===== src/hw/rtl/assert_macros.svh =====
// Assertion macros shared by the scheduler RTL.
`ifndef ASSERT_MACROS_SVH
`define ASSERT_MACROS_SVH

// Same-cycle implication, checked outside reset.
`define ASSERT_IMPL(label, clk, rst, ante, cons) \
   label: assert property (@(posedge clk) disable iff (rst) (ante) |-> (cons)) \
      else $error("assertion failed");

// Next-cycle implication, checked outside reset.
`define ASSERT_NEXT(label, clk, rst, ante, cons) \
   label: assert property (@(posedge clk) disable iff (rst) (ante) |=> (cons)) \
      else $error("assertion failed");

`endif


===== src/hw/rtl/pts_pkg.sv =====
// Shared constants for the priority task scheduler.
package pts_pkg;

   localparam int SLEEP_W  = 16;
   localparam int MODE_W   = 2;
   localparam int KIND_W   = 3;
   localparam int STATUS_W = 2;

   localparam logic [MODE_W-1:0] MODE_QUEUED    = 2'd0;
   localparam logic [MODE_W-1:0] MODE_RUNNING   = 2'd1;
   localparam logic [MODE_W-1:0] MODE_SLEEPING  = 2'd2;
   localparam logic [MODE_W-1:0] MODE_SUSPENDED = 2'd3;

   localparam logic [KIND_W-1:0] KIND_TICK    = 3'd0;
   localparam logic [KIND_W-1:0] KIND_ADD     = 3'd1;
   localparam logic [KIND_W-1:0] KIND_DELAY   = 3'd2;
   localparam logic [KIND_W-1:0] KIND_SUSPEND = 3'd3;
   localparam logic [KIND_W-1:0] KIND_RESUME  = 3'd4;

   localparam logic [STATUS_W-1:0] STATUS_OK     = 2'd0;
   localparam logic [STATUS_W-1:0] STATUS_FULL   = 2'd1;
   localparam logic [STATUS_W-1:0] STATUS_NOEFF  = 2'd2;

endpackage


===== src/hw/rtl/pts_ram.sv =====
// Simple dual-port synchronous RAM, one write and one registered read port.
module pts_ram #(
   parameter int DATA_W = 8,
   parameter int ADDR_W = 4
) (
   input  logic              clock,
   input  logic              we,
   input  logic [ADDR_W-1:0] waddr,
   input  logic [DATA_W-1:0] wdata,
   input  logic              re,
   input  logic [ADDR_W-1:0] raddr,
   output logic [DATA_W-1:0] rdata
);

   logic [DATA_W-1:0] mem [2**ADDR_W];
   logic [DATA_W-1:0] rdata_ff;

   always_ff @(posedge clock) begin
      if (we) begin
         mem[waddr] <= wdata;
      end
      if (re) begin
         rdata_ff <= mem[raddr];
      end
   end

   assign rdata = rdata_ff;

endmodule


===== src/hw/rtl/priority_task_scheduler.sv =====
// Priority task scheduler: top level with event sequencer and ready queues.
//
// Channels: req_* takes one event word (kind in tuser, operands in tdata);
// rsp_* returns one result word per event with the running task, the slot
// of a new task and a status code.
// One event is worked at a time. Add and rejected events go from decode
// straight to the result. Suspend/resume read the task's entry; a suspend
// that removes the task then walks its ready queue, reading each entry and
// writing back those it keeps. A tick walks the task table (a read and a
// write step per added task); tick and delay requeue the running task, or a
// delay puts it to sleep, and then scan priority levels one per cycle. These
// steps follow from the single read port of the task-table and ready-queue RAMs.
// A result waits in an output register; the next event is accepted while it
// waits, and only the end of that next event stalls until rsp_tready.
// Reset (synchronous) empties every ready queue, frees all task slots and
// leaves the idle task running. RAM contents are not cleared.
`include "assert_macros.svh"

module priority_task_scheduler #(
   parameter int NUM_TASKS  = 8,
   parameter int NUM_LEVELS = 8
) (
   input  logic        clock,
   input  logic        reset,
   input  logic        req_tvalid,
   output logic        req_tready,
   input  logic [31:0] req_tdata,  // task_slot[2:0], priority_req[10:3], delay_ticks[26:11]
   input  logic [2:0]  req_tuser,  // kind[2:0]
   output logic        rsp_tvalid,
   input  logic        rsp_tready,
   output logic [15:0] rsp_tdata   // running_task[2:0], running_idle[3], new_slot[6:4],
                                   // status[8:7]
);

   localparam int SLOT_W = $clog2(NUM_TASKS);
   localparam int LVL_W  = $clog2(NUM_LEVELS);
   localparam int CNT_W  = $clog2(NUM_TASKS + 1);
   localparam int TW     = LVL_W + pts_pkg::MODE_W + pts_pkg::SLEEP_W;
   localparam int RA_W   = LVL_W + SLOT_W;

   localparam int ST_W = 4;
   localparam logic [ST_W-1:0] S_IDLE    = 4'd0;
   localparam logic [ST_W-1:0] S_DEC     = 4'd1;
   localparam logic [ST_W-1:0] S_TK_RD   = 4'd2;
   localparam logic [ST_W-1:0] S_TK_WR   = 4'd3;
   localparam logic [ST_W-1:0] S_RQ_RD   = 4'd4;
   localparam logic [ST_W-1:0] S_RQ_WR   = 4'd5;
   localparam logic [ST_W-1:0] S_DS_SCAN = 4'd6;
   localparam logic [ST_W-1:0] S_DS_RD   = 4'd7;
   localparam logic [ST_W-1:0] S_DS_WR   = 4'd8;
   localparam logic [ST_W-1:0] S_DL_WR   = 4'd9;
   localparam logic [ST_W-1:0] S_SR_CHK  = 4'd10;
   localparam logic [ST_W-1:0] S_RM_RD   = 4'd11;
   localparam logic [ST_W-1:0] S_RM_WR   = 4'd12;
   localparam logic [ST_W-1:0] S_DONE    = 4'd13;

   function automatic logic [SLOT_W-1:0] wrap_next(input logic [SLOT_W-1:0] p);
      logic [SLOT_W-1:0] r;
      r = (p == SLOT_W'(NUM_TASKS - 1)) ? '0 : p + 1'b1;
      return r;
   endfunction

   // control
   logic [ST_W-1:0]   state_ff, state_in;
   logic [CNT_W-1:0]  added_ff, added_in;
   logic [SLOT_W-1:0] cur_ff, cur_in;
   logic              idle_ff, idle_in;
   logic              rsp_valid_ff, rsp_valid_in;
   logic [SLOT_W-1:0] head_ff [NUM_LEVELS];
   logic [SLOT_W-1:0] head_in [NUM_LEVELS];
   logic [SLOT_W-1:0] tail_ff [NUM_LEVELS];
   logic [SLOT_W-1:0] tail_in [NUM_LEVELS];
   logic [CNT_W-1:0]  cnt_ff  [NUM_LEVELS];
   logic [CNT_W-1:0]  cnt_in  [NUM_LEVELS];

   // working registers
   logic [pts_pkg::KIND_W-1:0]   kind_ff, kind_in;
   logic [2:0]                   slot_ff, slot_in;
   logic [7:0]                   prio_ff, prio_in;
   logic [pts_pkg::SLEEP_W-1:0]  dly_ff, dly_in;
   logic [CNT_W-1:0]             idx_ff, idx_in;
   logic [LVL_W-1:0]             lvl_ff, lvl_in;
   logic [SLOT_W-1:0]            rd_ff, rd_in;
   logic [SLOT_W-1:0]            wr_ff, wr_in;
   logic [CNT_W-1:0]             n_ff, n_in;
   logic [CNT_W-1:0]             kept_ff, kept_in;
   logic [pts_pkg::STATUS_W-1:0] status_ff, status_in;
   logic [2:0]                   newslot_ff, newslot_in;
   logic [15:0]                  rsp_data_ff, rsp_data_in;

   // RAM ports
   logic              t_we, t_re;
   logic [SLOT_W-1:0] t_waddr, t_raddr;
   logic [TW-1:0]     t_wdata, t_rdata;
   logic              r_we, r_re;
   logic [RA_W-1:0]   r_waddr, r_raddr;
   logic [SLOT_W-1:0] r_wdata, r_rdata;

   logic [LVL_W-1:0]            t_level;
   logic [pts_pkg::MODE_W-1:0]  t_mode;
   logic [pts_pkg::SLEEP_W-1:0] t_sleep;
   logic [31:0]                 slot32, prio32, added32, cur32;
   logic [SLOT_W-1:0]           slot_idx;
   logic                        slot_ok;
   logic [LVL_W-1:0]            lvl_clamp, sel_lvl;
   logic [SLOT_W-1:0]           head_sel, tail_sel;
   logic [CNT_W-1:0]            cnt_sel;
   logic                        push_en;
   logic [SLOT_W-1:0]           push_val;
   logic [2:0]                  run_task;
   logic                        req_fire;

   pts_ram #(.DATA_W(TW), .ADDR_W(SLOT_W)) u_task_ram (
      .clock(clock), .we(t_we), .waddr(t_waddr), .wdata(t_wdata),
      .re(t_re), .raddr(t_raddr), .rdata(t_rdata)
   );

   pts_ram #(.DATA_W(SLOT_W), .ADDR_W(RA_W)) u_ready_ram (
      .clock(clock), .we(r_we), .waddr(r_waddr), .wdata(r_wdata),
      .re(r_re), .raddr(r_raddr), .rdata(r_rdata)
   );

   assign req_tready = (state_ff == S_IDLE);
   assign req_fire   = req_tvalid && req_tready;
   assign rsp_tvalid = rsp_valid_ff;
   assign rsp_tdata  = rsp_data_ff;

   assign t_level = t_rdata[TW-1 -: LVL_W];
   assign t_mode  = t_rdata[pts_pkg::SLEEP_W +: pts_pkg::MODE_W];
   assign t_sleep = t_rdata[pts_pkg::SLEEP_W-1:0];

   assign slot32   = 32'(slot_ff);
   assign slot_idx = slot32[SLOT_W-1:0];
   assign added32  = 32'(added_ff);
   assign slot_ok  = slot32 < added32;
   assign prio32   = 32'(prio_ff);
   assign cur32    = 32'(cur_ff);
   assign run_task = idle_ff ? 3'd0 : cur32[2:0];

   always_comb begin
      if (prio_ff == 8'd0) begin
         lvl_clamp = LVL_W'(1);
      end else if (prio32 > 32'(NUM_LEVELS - 1)) begin
         lvl_clamp = LVL_W'(NUM_LEVELS - 1);
      end else begin
         lvl_clamp = prio32[LVL_W-1:0];
      end
   end

   // one queue index per cycle: the level pushed to, or the working level
   always_comb begin
      unique case (state_ff) inside
         S_DEC:                       sel_lvl = lvl_clamp;
         S_TK_WR, S_RQ_WR, S_SR_CHK:  sel_lvl = t_level;
         default:                     sel_lvl = lvl_ff;
      endcase
   end

   assign head_sel = head_ff[sel_lvl];
   assign tail_sel = tail_ff[sel_lvl];
   assign cnt_sel  = cnt_ff[sel_lvl];

   always_comb begin
      state_in     = state_ff;
      added_in     = added_ff;
      cur_in       = cur_ff;
      idle_in      = idle_ff;
      rsp_valid_in = rsp_valid_ff;
      head_in      = head_ff;
      tail_in      = tail_ff;
      cnt_in       = cnt_ff;
      kind_in      = kind_ff;
      slot_in      = slot_ff;
      prio_in      = prio_ff;
      dly_in       = dly_ff;
      idx_in       = idx_ff;
      lvl_in       = lvl_ff;
      rd_in        = rd_ff;
      wr_in        = wr_ff;
      n_in         = n_ff;
      kept_in      = kept_ff;
      status_in    = status_ff;
      newslot_in   = newslot_ff;
      rsp_data_in  = rsp_data_ff;
      t_we = 1'b0; t_waddr = '0; t_wdata = '0; t_re = 1'b0; t_raddr = '0;
      r_we = 1'b0; r_waddr = '0; r_wdata = '0; r_re = 1'b0; r_raddr = '0;
      push_en  = 1'b0;
      push_val = '0;

      if (rsp_valid_ff && rsp_tready) begin
         rsp_valid_in = 1'b0;
      end

      unique case (state_ff)
         S_IDLE: begin
            if (req_fire) begin
               kind_in    = req_tuser;
               slot_in    = req_tdata[2:0];
               prio_in    = req_tdata[10:3];
               dly_in     = req_tdata[26:11];
               status_in  = pts_pkg::STATUS_OK;
               newslot_in = 3'd0;
               state_in   = S_DEC;
            end
         end
         S_DEC: begin
            unique case (kind_ff) inside
               pts_pkg::KIND_TICK: begin
                  idx_in   = '0;
                  state_in = S_TK_RD;
               end
               pts_pkg::KIND_ADD: begin
                  if (added_ff == CNT_W'(NUM_TASKS)) begin
                     status_in = pts_pkg::STATUS_FULL;
                  end else begin
                     t_we       = 1'b1;
                     t_waddr    = added_ff[SLOT_W-1:0];
                     t_wdata    = {lvl_clamp, pts_pkg::MODE_QUEUED, 16'd0};
                     push_en    = 1'b1;
                     push_val   = added_ff[SLOT_W-1:0];
                     added_in   = added_ff + 1'b1;
                     newslot_in = added32[2:0];
                  end
                  state_in = S_DONE;
               end
               pts_pkg::KIND_DELAY: begin
                  if (idle_ff) begin
                     status_in = pts_pkg::STATUS_NOEFF;
                     state_in  = S_DONE;
                  end else if (dly_ff == '0) begin
                     state_in = S_RQ_RD;
                  end else begin
                     t_re     = 1'b1;
                     t_raddr  = cur_ff;
                     state_in = S_DL_WR;
                  end
               end
               pts_pkg::KIND_SUSPEND, pts_pkg::KIND_RESUME: begin
                  if (!slot_ok) begin
                     status_in = pts_pkg::STATUS_NOEFF;
                     state_in  = S_DONE;
                  end else begin
                     t_re     = 1'b1;
                     t_raddr  = slot_idx;
                     state_in = S_SR_CHK;
                  end
               end
               default: begin
                  status_in = pts_pkg::STATUS_NOEFF;
                  state_in  = S_DONE;
               end
            endcase
         end
         S_TK_RD: begin
            if (idx_ff == added_ff) begin
               state_in = S_RQ_RD;
            end else begin
               t_re     = 1'b1;
               t_raddr  = idx_ff[SLOT_W-1:0];
               state_in = S_TK_WR;
            end
         end
         S_TK_WR: begin
            if (t_mode == pts_pkg::MODE_SLEEPING) begin
               t_we    = 1'b1;
               t_waddr = idx_ff[SLOT_W-1:0];
               if (t_sleep <= 16'd1) begin
                  t_wdata  = {t_level, pts_pkg::MODE_QUEUED, 16'd0};
                  push_en  = 1'b1;
                  push_val = idx_ff[SLOT_W-1:0];
               end else begin
                  t_wdata = {t_level, pts_pkg::MODE_SLEEPING, t_sleep - 16'd1};
               end
            end
            idx_in   = idx_ff + 1'b1;
            state_in = S_TK_RD;
         end
         S_RQ_RD: begin
            lvl_in = LVL_W'(1);
            if (idle_ff) begin
               state_in = S_DS_SCAN;
            end else begin
               t_re     = 1'b1;
               t_raddr  = cur_ff;
               state_in = S_RQ_WR;
            end
         end
         S_RQ_WR: begin
            t_we     = 1'b1;
            t_waddr  = cur_ff;
            t_wdata  = {t_level, pts_pkg::MODE_QUEUED, t_sleep};
            push_en  = 1'b1;
            push_val = cur_ff;
            state_in = S_DS_SCAN;
         end
         S_DS_SCAN: begin
            if (cnt_sel != '0) begin
               r_re     = 1'b1;
               r_raddr  = {lvl_ff, head_sel};
               state_in = S_DS_RD;
            end else if (lvl_ff == LVL_W'(NUM_LEVELS - 1)) begin
               idle_in  = 1'b1;
               cur_in   = '0;
               state_in = S_DONE;
            end else begin
               lvl_in = lvl_ff + 1'b1;
            end
         end
         S_DS_RD: begin
            head_in[lvl_ff] = wrap_next(head_sel);
            cnt_in[lvl_ff]  = cnt_sel - 1'b1;
            cur_in          = r_rdata;
            idle_in         = 1'b0;
            t_re            = 1'b1;
            t_raddr         = r_rdata;
            state_in        = S_DS_WR;
         end
         S_DS_WR: begin
            t_we     = 1'b1;
            t_waddr  = cur_ff;
            t_wdata  = {t_level, pts_pkg::MODE_RUNNING, t_sleep};
            state_in = S_DONE;
         end
         S_DL_WR: begin
            t_we     = 1'b1;
            t_waddr  = cur_ff;
            t_wdata  = {t_level, pts_pkg::MODE_SLEEPING, dly_ff};
            lvl_in   = LVL_W'(1);
            state_in = S_DS_SCAN;
         end
         S_SR_CHK: begin
            state_in = S_DONE;
            if (kind_ff == pts_pkg::KIND_SUSPEND) begin
               if (t_mode == pts_pkg::MODE_QUEUED) begin
                  t_we     = 1'b1;
                  t_waddr  = slot_idx;
                  t_wdata  = {t_level, pts_pkg::MODE_SUSPENDED, t_sleep};
                  lvl_in   = t_level;
                  rd_in    = head_sel;
                  wr_in    = head_sel;
                  n_in     = cnt_sel;
                  kept_in  = '0;
                  state_in = S_RM_RD;
               end else begin
                  status_in = pts_pkg::STATUS_NOEFF;
               end
            end else begin
               if (t_mode == pts_pkg::MODE_SUSPENDED) begin
                  t_we     = 1'b1;
                  t_waddr  = slot_idx;
                  t_wdata  = {t_level, pts_pkg::MODE_QUEUED, t_sleep};
                  push_en  = 1'b1;
                  push_val = slot_idx;
               end else begin
                  status_in = pts_pkg::STATUS_NOEFF;
               end
            end
         end
         S_RM_RD: begin
            // compact the queue in place, dropping the suspended slot
            if (n_ff == '0) begin
               tail_in[lvl_ff] = wr_ff;
               cnt_in[lvl_ff]  = kept_ff;
               state_in        = S_DONE;
            end else begin
               r_re     = 1'b1;
               r_raddr  = {lvl_ff, rd_ff};
               rd_in    = wrap_next(rd_ff);
               n_in     = n_ff - 1'b1;
               state_in = S_RM_WR;
            end
         end
         S_RM_WR: begin
            if (r_rdata != slot_idx) begin
               r_we    = 1'b1;
               r_waddr = {lvl_ff, wr_ff};
               r_wdata = r_rdata;
               wr_in   = wrap_next(wr_ff);
               kept_in = kept_ff + 1'b1;
            end
            state_in = S_RM_RD;
         end
         S_DONE: begin
            if (!rsp_valid_ff || rsp_tready) begin
               rsp_valid_in = 1'b1;
               rsp_data_in  = {7'd0, status_ff, newslot_ff, idle_ff, run_task};
               state_in     = S_IDLE;
            end
         end
         default: begin
            state_in = S_IDLE;
         end
      endcase

      if (push_en) begin
         r_we             = 1'b1;
         r_waddr          = {sel_lvl, tail_sel};
         r_wdata          = push_val;
         tail_in[sel_lvl] = wrap_next(tail_sel);
         cnt_in[sel_lvl]  = cnt_sel + 1'b1;
      end
   end

   always_ff @(posedge clock) begin
      if (reset) begin
         state_ff     <= S_IDLE;
         added_ff     <= '0;
         cur_ff       <= '0;
         idle_ff      <= 1'b1;
         rsp_valid_ff <= 1'b0;
         for (int i = 0; i < NUM_LEVELS; i++) begin
            head_ff[i] <= '0;
            tail_ff[i] <= '0;
            cnt_ff[i]  <= '0;
         end
      end else begin
         state_ff     <= state_in;
         added_ff     <= added_in;
         cur_ff       <= cur_in;
         idle_ff      <= idle_in;
         rsp_valid_ff <= rsp_valid_in;
         head_ff      <= head_in;
         tail_ff      <= tail_in;
         cnt_ff       <= cnt_in;
      end
   end

   always_ff @(posedge clock) begin
      kind_ff     <= kind_in;
      slot_ff     <= slot_in;
      prio_ff     <= prio_in;
      dly_ff      <= dly_in;
      idx_ff      <= idx_in;
      lvl_ff      <= lvl_in;
      rd_ff       <= rd_in;
      wr_ff       <= wr_in;
      n_ff        <= n_in;
      kept_ff     <= kept_in;
      status_ff   <= status_in;
      newslot_ff  <= newslot_in;
      rsp_data_ff <= rsp_data_in;
   end

   `ASSERT_NEXT(a_busy_after_accept, clock, reset, req_fire, state_ff == S_DEC)
   `ASSERT_IMPL(a_idle_reports_zero, clock, reset, rsp_valid_ff && rsp_data_ff[3],
                rsp_data_ff[2:0] == 3'd0)
   `ASSERT_IMPL(a_added_bound, clock, reset, 1'b1, 32'(added_ff) <= NUM_TASKS)
   `ASSERT_IMPL(a_queue_bound, clock, reset, 1'b1, 32'(cnt_sel) <= NUM_TASKS)

endmodule

===== config.mk =====
export PLATFORM = sky130hd
export DESIGN_NAME = priority_task_scheduler
export DESIGN_NICKNAME = d
export VERILOG_FILES = /design/src/hw/rtl/pts_pkg.sv /design/src/hw/rtl/pts_ram.sv /design/src/hw/rtl/priority_task_scheduler.sv
export VERILOG_INCLUDE_DIRS = /design/src /design/src/hw/rtl
export SDC_FILE = /design/constraint.sdc
export NUM_CORES = 1
export LEC_CHECK = 0
export ABC_AREA = 0
export BUFFER_PORTS_ARGS = -buffer_cell sky130_fd_sc_hd__buf_2
export CAP_MARGIN = 20
export CORE_MARGIN = 3
export CORE_UTILIZATION = 45
export DETAILED_ROUTE_END_ITERATION = 12
export PLACE_DENSITY = 0.68
export SYNTH_ARGS = -nofsm -noshare
export SYNTH_HDL_FRONTEND = slang
export SYNTH_HIERARCHICAL = 1
export SYNTH_SLANG_ARGS = --single-unit

===== constraint.sdc =====
create_clock -name clock -period 7.2 [get_ports clock]
set_input_delay 1.44 -clock clock [delete_from_list [all_inputs] [get_ports clock]]
set_output_delay 1.44 -clock clock [all_outputs]
set_load 0.005 [all_outputs]

# Word level (Yosys, flattened, before mapping)
# Memories as Yosys holds them, arrays and structs flattened. A register that Yosys moved wholly into a read port is not among the register bits.
# Cells that the tools add are included.
# W data, S select, Z words.
# totals
reg_bits	158
mem_bits_rw	360
in_bits	39
word_cells	304
n_memories	2
# classes
add_sub_neg	12
n_lt_le_gt_ge	7
eq_ne	46
n_mux	156
bitwise_logic	3
reduce_logical	36
# memory_table
name	depth	word_bits	rd	rd_ports_with_merged_regs	wr	line	rtl
u_ready_ram.mem	64	3	1	1	1	pts_ram.sv:15	logic [DATA_W-1:0] mem [2**ADDR_W];
u_task_ram.mem	8	21	1	1	1	pts_ram.sv:15	
# ops
operator	count
$mux W3	46
$mux W21	6
$pmux W21 S6	1
$bwmux W32	3
$bwmux W24	3
$mux W24	3
$mux W4	17
$mux W32	2
$pmux W32 S2	1
$pmux W4 S13	1
$pmux W3 S2	6
$pmux W3 S4	3
$mux W6	5
$mux W1	29
$eq A4 B4 Y1 const B	7
$demux W4 S3	2
$pmux W4 S2	3
$bmux W3 S3	2
$demux W3 S3	2
$eq A3 B3 Y1 const B	6
$mux W18	1
$add A4 B1 Y4 const B	4
$eq A4 B3 Y1 const B	4
$le A16 B1 Y1 const B	1
other kinds (47)	102

# Longest topological paths before layout
# depth
word_depth	13
ltp_mapped	23
depth_no_buf	16

# By module
# Netlist, hierarchy kept.
# modules_own_cells
mod	instances	cells_per_inst	area_per_inst_um2	seq_area_each_um2
priority_task_scheduler	1	1211	10017.1	3813.7
pts_ram (u_ready_ram)	1	432	7945.1	5855.6
pts_ram (u_task_ram)	1	277	7149.4	5675.4

# Worst setup path after synthesis
# Ideal clock, no wire load.
# synth_timing
kind	flip-flop to flip-flop
from	register prio_ff[7]
to	register u_ready_ram.rdata_ff[0], in the netlist u_ready_ram/rdata[0] (read register of u_ready_ram.mem), data pin
setup_ns	0.256
arrival_time_ns	4.593
required_ns	6.944
path_slack_ns	2.350
path_stages_with_launch	22
synth_period_minus_slack_ns	4.850
cell_sequence	edfxtp_1 -> or4_4 -> o31a_1 -> o22a_1 -> buf_4 -> buf_6 -> mux2i_1 -> a32oi_1 -> and3_1 -> buf_4 -> clkbuf_1 -> inv_1 -> ha_1 -> a41o_1 -> o21ai_0 -> buf_6 -> buf_12 -> buf_6 -> mux4_2 -> o221ai_1 -> o21ai_0 -> a22o_1
# synth_via
elab_chain_len	11
word_cells_on_any_way	17
# synth_lines
element	line	rtl
start: declaration	priority_task_scheduler.sv:79	logic [7:0] prio_ff, prio_in;
start signal: assignment	priority_task_scheduler.sv:431	prio_ff <= prio_in;
$gt A8 B3 Y1	priority_task_scheduler.sv:143	end else if (prio32 > 32'(NUM_LEVELS - 1)) begin
$mux W3	priority_task_scheduler.sv:143	
$mux W3 *	priority_task_scheduler.sv:141	if (prio_ff == 8'd0) begin
$pmux W3 S2 *	priority_task_scheduler.sv:152	unique case (state_ff) inside
$not A3 Y4 (not written as such) *	priority_task_scheduler.sv:159, priority_task_scheduler.sv:161	
$bmux W4 S3	priority_task_scheduler.sv:161	assign cnt_sel = cnt_ff[sel_lvl];
$mux W4 (not written as such) (2 in series)	priority_task_scheduler.sv:161	
$reduce_bool A4 Y1	priority_task_scheduler.sv:297	if (cnt_sel != '0) begin
$mux W6 *	priority_task_scheduler.sv:297	
$pmux W6 S2 *	priority_task_scheduler.sv:194	unique case (state_ff)
named net r_raddr[0]	priority_task_scheduler.sv:96	logic [RA_W-1:0] r_waddr, r_raddr;
end: declaration	pts_ram.sv:16	logic [DATA_W-1:0] rdata_ff;
# The timed path passes the listed nets; every way through them passes the cells marked *. The select of a mux whose other input is x is not followed.
# A chain may end at the register's enable or synchronous reset.

# Final worst setup path
# layout_timing
from	register state_ff[3]
to	register u_ready_ram.rdata_ff[1], in the netlist u_ready_ram/rdata[1] (read register of u_ready_ram.mem), data pin
# layout_via
elab_chain_len	10
word_cells_on_any_way	20
# layout_lines
element	line	rtl
start: declaration	priority_task_scheduler.sv:64	logic [ST_W-1:0] state_ff, state_in;
start signal: assignment	priority_task_scheduler.sv:417	state_ff <= state_in;
$eq A4 B2 Y1 (tied with other cells)	-	
$reduce_or A3 Y1	priority_task_scheduler.sv:152	
$pmux W3 S2	priority_task_scheduler.sv:152	
$not A3 Y4 (not written as such)	priority_task_scheduler.sv:159, priority_task_scheduler.sv:161	
$bmux W4 S3	priority_task_scheduler.sv:161	
$mux W4 (not written as such) (2 in series)	priority_task_scheduler.sv:161	
$reduce_bool A4 Y1	priority_task_scheduler.sv:297	
$mux W6	priority_task_scheduler.sv:297	
$pmux W6 S2 *	priority_task_scheduler.sv:194	
named net r_raddr[1]	priority_task_scheduler.sv:96	
# Marked as above.

==> flow_summary.yaml <==
cells_and_area:
  drive_gt1_frac: 0.155
  diodes: 0
  nFillCells: 4506
  finish.utilization: 0.513
  final_cell_area_sq_um: 28000
  multi_input_area_sq_um: 9130
  areaGrowthSynthToFinish_pct: 11.4
  fin_nets: 1992
  seqCellArea_sq_um: 15300
setup_path:
  path_class: "reg2reg"
  rrSetupSlack_ns: 1.08
  r2r_start: "state_ff[3]"
  r2r_end: "u_ready_ram/rdata[1]"
  worst_path_max_delay_cell: "o22a_1"
  crit_chain: "buf_4 > nand2b_1 > o21ai_1 > o22a_1 > mux2i_1 > a32oi_1 > and3_1 > inv_1 > ha_1 > a41o_1 > o21ai_4 > buf_4 > mux4_2 > a22oi_1 > a31oi_1 > a21oi_1 > o22ai_1"
  start_kind: "flop"
  crit_top_cell: "buf_4"
  cp_num_buf_inv: 3
  r2r_cells: 17
  crit_family: "compound AO/OA/AOI/OAI gates"
  critical-path-max-stage-delay_ns: 0.83
  cp-end-kind: "flop"
  crit_required_ns: 7.55
  critPathArrivalTime_ns: 6.47
  cp_max_fo: 22
pwr:
  p_clk_frac: 0.307
  p_int_mw: 6.42
  p_switching_mw: 3.25
  p_comb_frac: 0.283
  p_seq_frac: 0.411
  leakage_nw: 8.66
  ir_drop_v: 0.000238
  power_density_nw_per_um2: 346
  p_sw_frac: 0.336
yosys:
  yosysMostFrequentCell: "edfxtp_1"
  synth_cell_types: 85
  yosysWarnings: 6
  yosys-top-cells-count: "edfxtp_1 (449), nor2_1 (223), nand2_1 (191), dfxtp_1 (93), clkbuf_1 (83)"
  synth.ff_latch_count: 542
  synth_top_area_share: 0.537
  synthTopCellsByArea: "edfxtp_1 (54%), dfxtp_1 (7.4%), mux4_2 (4.6%), mux4_1 (4.2%), nor2_1 (3.3%)"
  ys_async_sr_fraction: 0
  yosys.area.top_type: "edfxtp_1"
  synth_area_sq_um: 25100
  synth-edff-count: 449
  syn_avg_cell_area_sq_um: 13.1
  synth_seq_area_share: 0.611
  synthCells: 1920
  ys.flop_type: "edfxtp_1"
clocking:
  hold_buffers: 0
  clkTransAtPathRegs_ns: 0.06
  cts_resized: 0
  htree_levels: 2
  post_cts_buffers: 0
  clockBufferDepth: 3
  cts-root-buf: "clkbuf_16"
  clk_latency_ns: 0.64
  cts_buffers: 54
  clock_sinks: 542
  tritoncts: "done"
detailed_routing:
  wl_met2_mm: 28.7
  vias: 16600
  avgRoutedWirePerCell_um: 22.6
  drt-initial-drc-count: 1706
  wl_met3_mm: 4.55
  drtPass1Iterations: 6
  drc: 0
  avgViaCountPerCell: 6.13
  antenna_left: 0
  top_layer: "met4"
  wl_met1_mm: 25.8
  wl_mm: 61.2
die:
  die_area_sq_um: 58700
  io_pins: 57
  die_y_um: 242
  start_util: 0.460
  num_rows: 85
  core_area_sq_um: 54600
  fp.dieW_um: 242
sta:
  period_share: 0.849
  max-slew-margin-rel: 0.245
  max_freq_ghz: 0.164
  rsz0062_at_grt: "no"
  setup_tns_ns: 0
  final.min_clock_period_ns: 6.12
  setup_violations: 0
  slew_violations: 0
  hold_viol_final: 0
  worst_slew_pin_slew_ns: 1.12
  finalClockSkew_ns: 0.0343
hold_path:
  min_to: "rsp_tdata[6]"
  worstHoldPathCells: 0
  hold_path_class: "reg2reg"
  min_from: "newslot_ff[2]"
job:
  max_cap_violations: 0
global_route:
  grt-ovfl-total: 0
  grt_max_degree: 65
  grt_pass1_vias: 16200
  grtUsageTotal: 0.205
  antenna_found_initial: 0
  grt_pass1_wl_mm: 95.3
placement:
  portBuffers: 44
  place_area_sq_um: 26100
  hpwlAfterDp_mm: 39.6
  gp_congestion: 0.911
run_status:
  status: "finished clean"
-- kinds of logic (layout without fill, tap and decap cells) --
logic type,count (synthesis),count (layout),synth area share
adders and majority gates,25,25,0.0122
and+or+nand+nor,652,652,0.122
DFF,542,542,0.611
AOI/OAI and AO/OA,364,364,0.102
muxes,149,149,0.113
xor gates and xnor gates,22,22,0.00872
buffers and inverters,165,213,0.0316
other,1,7,0.000149
-- stage by stage --
step / hold slack [ns] / total power, mW / worst slack [ns] / cells
3_3_place_gp: 0.406 / 6.65 / 1.23 / 2612
3_5_place_dp: 0.406 / 6.70 / 1.16 / 2612
4_1_cts: 0.421 / 9.66 / 1.15 / 2711
2_1_floorplan: 0.400 / 5.89 / 2.35 / 1926
5_1_grt: 0.429 / 10.1 / 0.779 / 2713
6_report: 0.418 / 9.67 / 1.08 / 2713
-- power groups by stage --
| stage | clock network (mW) | registers, mW | logic [mW] |
|---|---|---|---|
| after detailed placement | 0 | 4.02 | 2.67 |
| after global placement | 0 | 4.02 | 2.63 |
| after floorplan | 0 | 3.91 | 1.98 |
| final | 2.96 | 3.97 | 2.73 |
| after global routing | 3.15 | 3.99 | 2.93 |
| after CTS | 3.01 | 3.96 | 2.69 |
-- registers in the layout, indices dropped and copies added, names as in the netlist, 4 cells and up --
signal / count
state_ff: 4
u_task_ram/mem: 168
dly_ff: 16
kept_ff: 4
cnt_ff: 32
idx_ff: 4
u_task_ram/rdata: 21
prio_ff: 8
tail_ff: 24
added_ff: 4
head_ff: 24
n_ff: 4
u_ready_ram/mem: 192
rsp_tdata: 9
-- how the worst max path moves through the flow --
stage                start              endpoint  slack (ns)  cells after the start
3_5_place_dp   state_ff[3]  u_ready_ram/rdata[1]        1.16                     17
2_1_floorplan   prio_ff[7]  u_ready_ram/rdata[0]        2.35                     21
3_3_place_gp   state_ff[3]  u_ready_ram/rdata[1]        1.23                     17
6_report       state_ff[3]  u_ready_ram/rdata[1]        1.08                     17
4_1_cts        state_ff[3]  u_ready_ram/rdata[1]        1.15                     17
5_1_grt        state_ff[3]  u_ready_ram/rdata[1]        0.78                     17
-- layer usage --
| layer | GRT usage | vias up |
|---|---|---|
| li1 | - | 7435 |
| met1 | 0.286 | 8307 |
| met4 | 0.0790 | 0 |
| met5 | 0 | - |
| met3 | 0.0327 | 128 |
| met2 | 0.325 | 771 |
-- final cells by class --
class,instances,area share
Clock buffer,61,0.0492
Clock inverter,38,0.0185
Inverter,24,0.00322
Multi-Input combinational cell,1219,0.326
Sequential cell,542,0.549
Tap cell,739,0.0331
Timing Repair Buffer,90,0.0210
-- layout by cell type (no fill, tap or decap), drive strengths merged, types with 23 or more instances in the layout --
master  count
edfxtp    449
nor2      225
nand2     192
dfxtp      93
mux4       91
buf        90
o21ai      81
a21oi      74
clkbuf     61
nand3      52
mux2i      33
mux2       25
inv        24
o221ai     24
nand2b     23
nor3       23
-- worst reg2reg max path: cells and delay by family, from the launching register on --
kind	cells	cell delay, ns
fa+ha+maj	1	0.24
simple gates	2	0.63
flops	1	0.45
mux	2	0.54
compound gates	9	3.25
buf+inv	3	0.77
(Power assumes the default switching activity.)
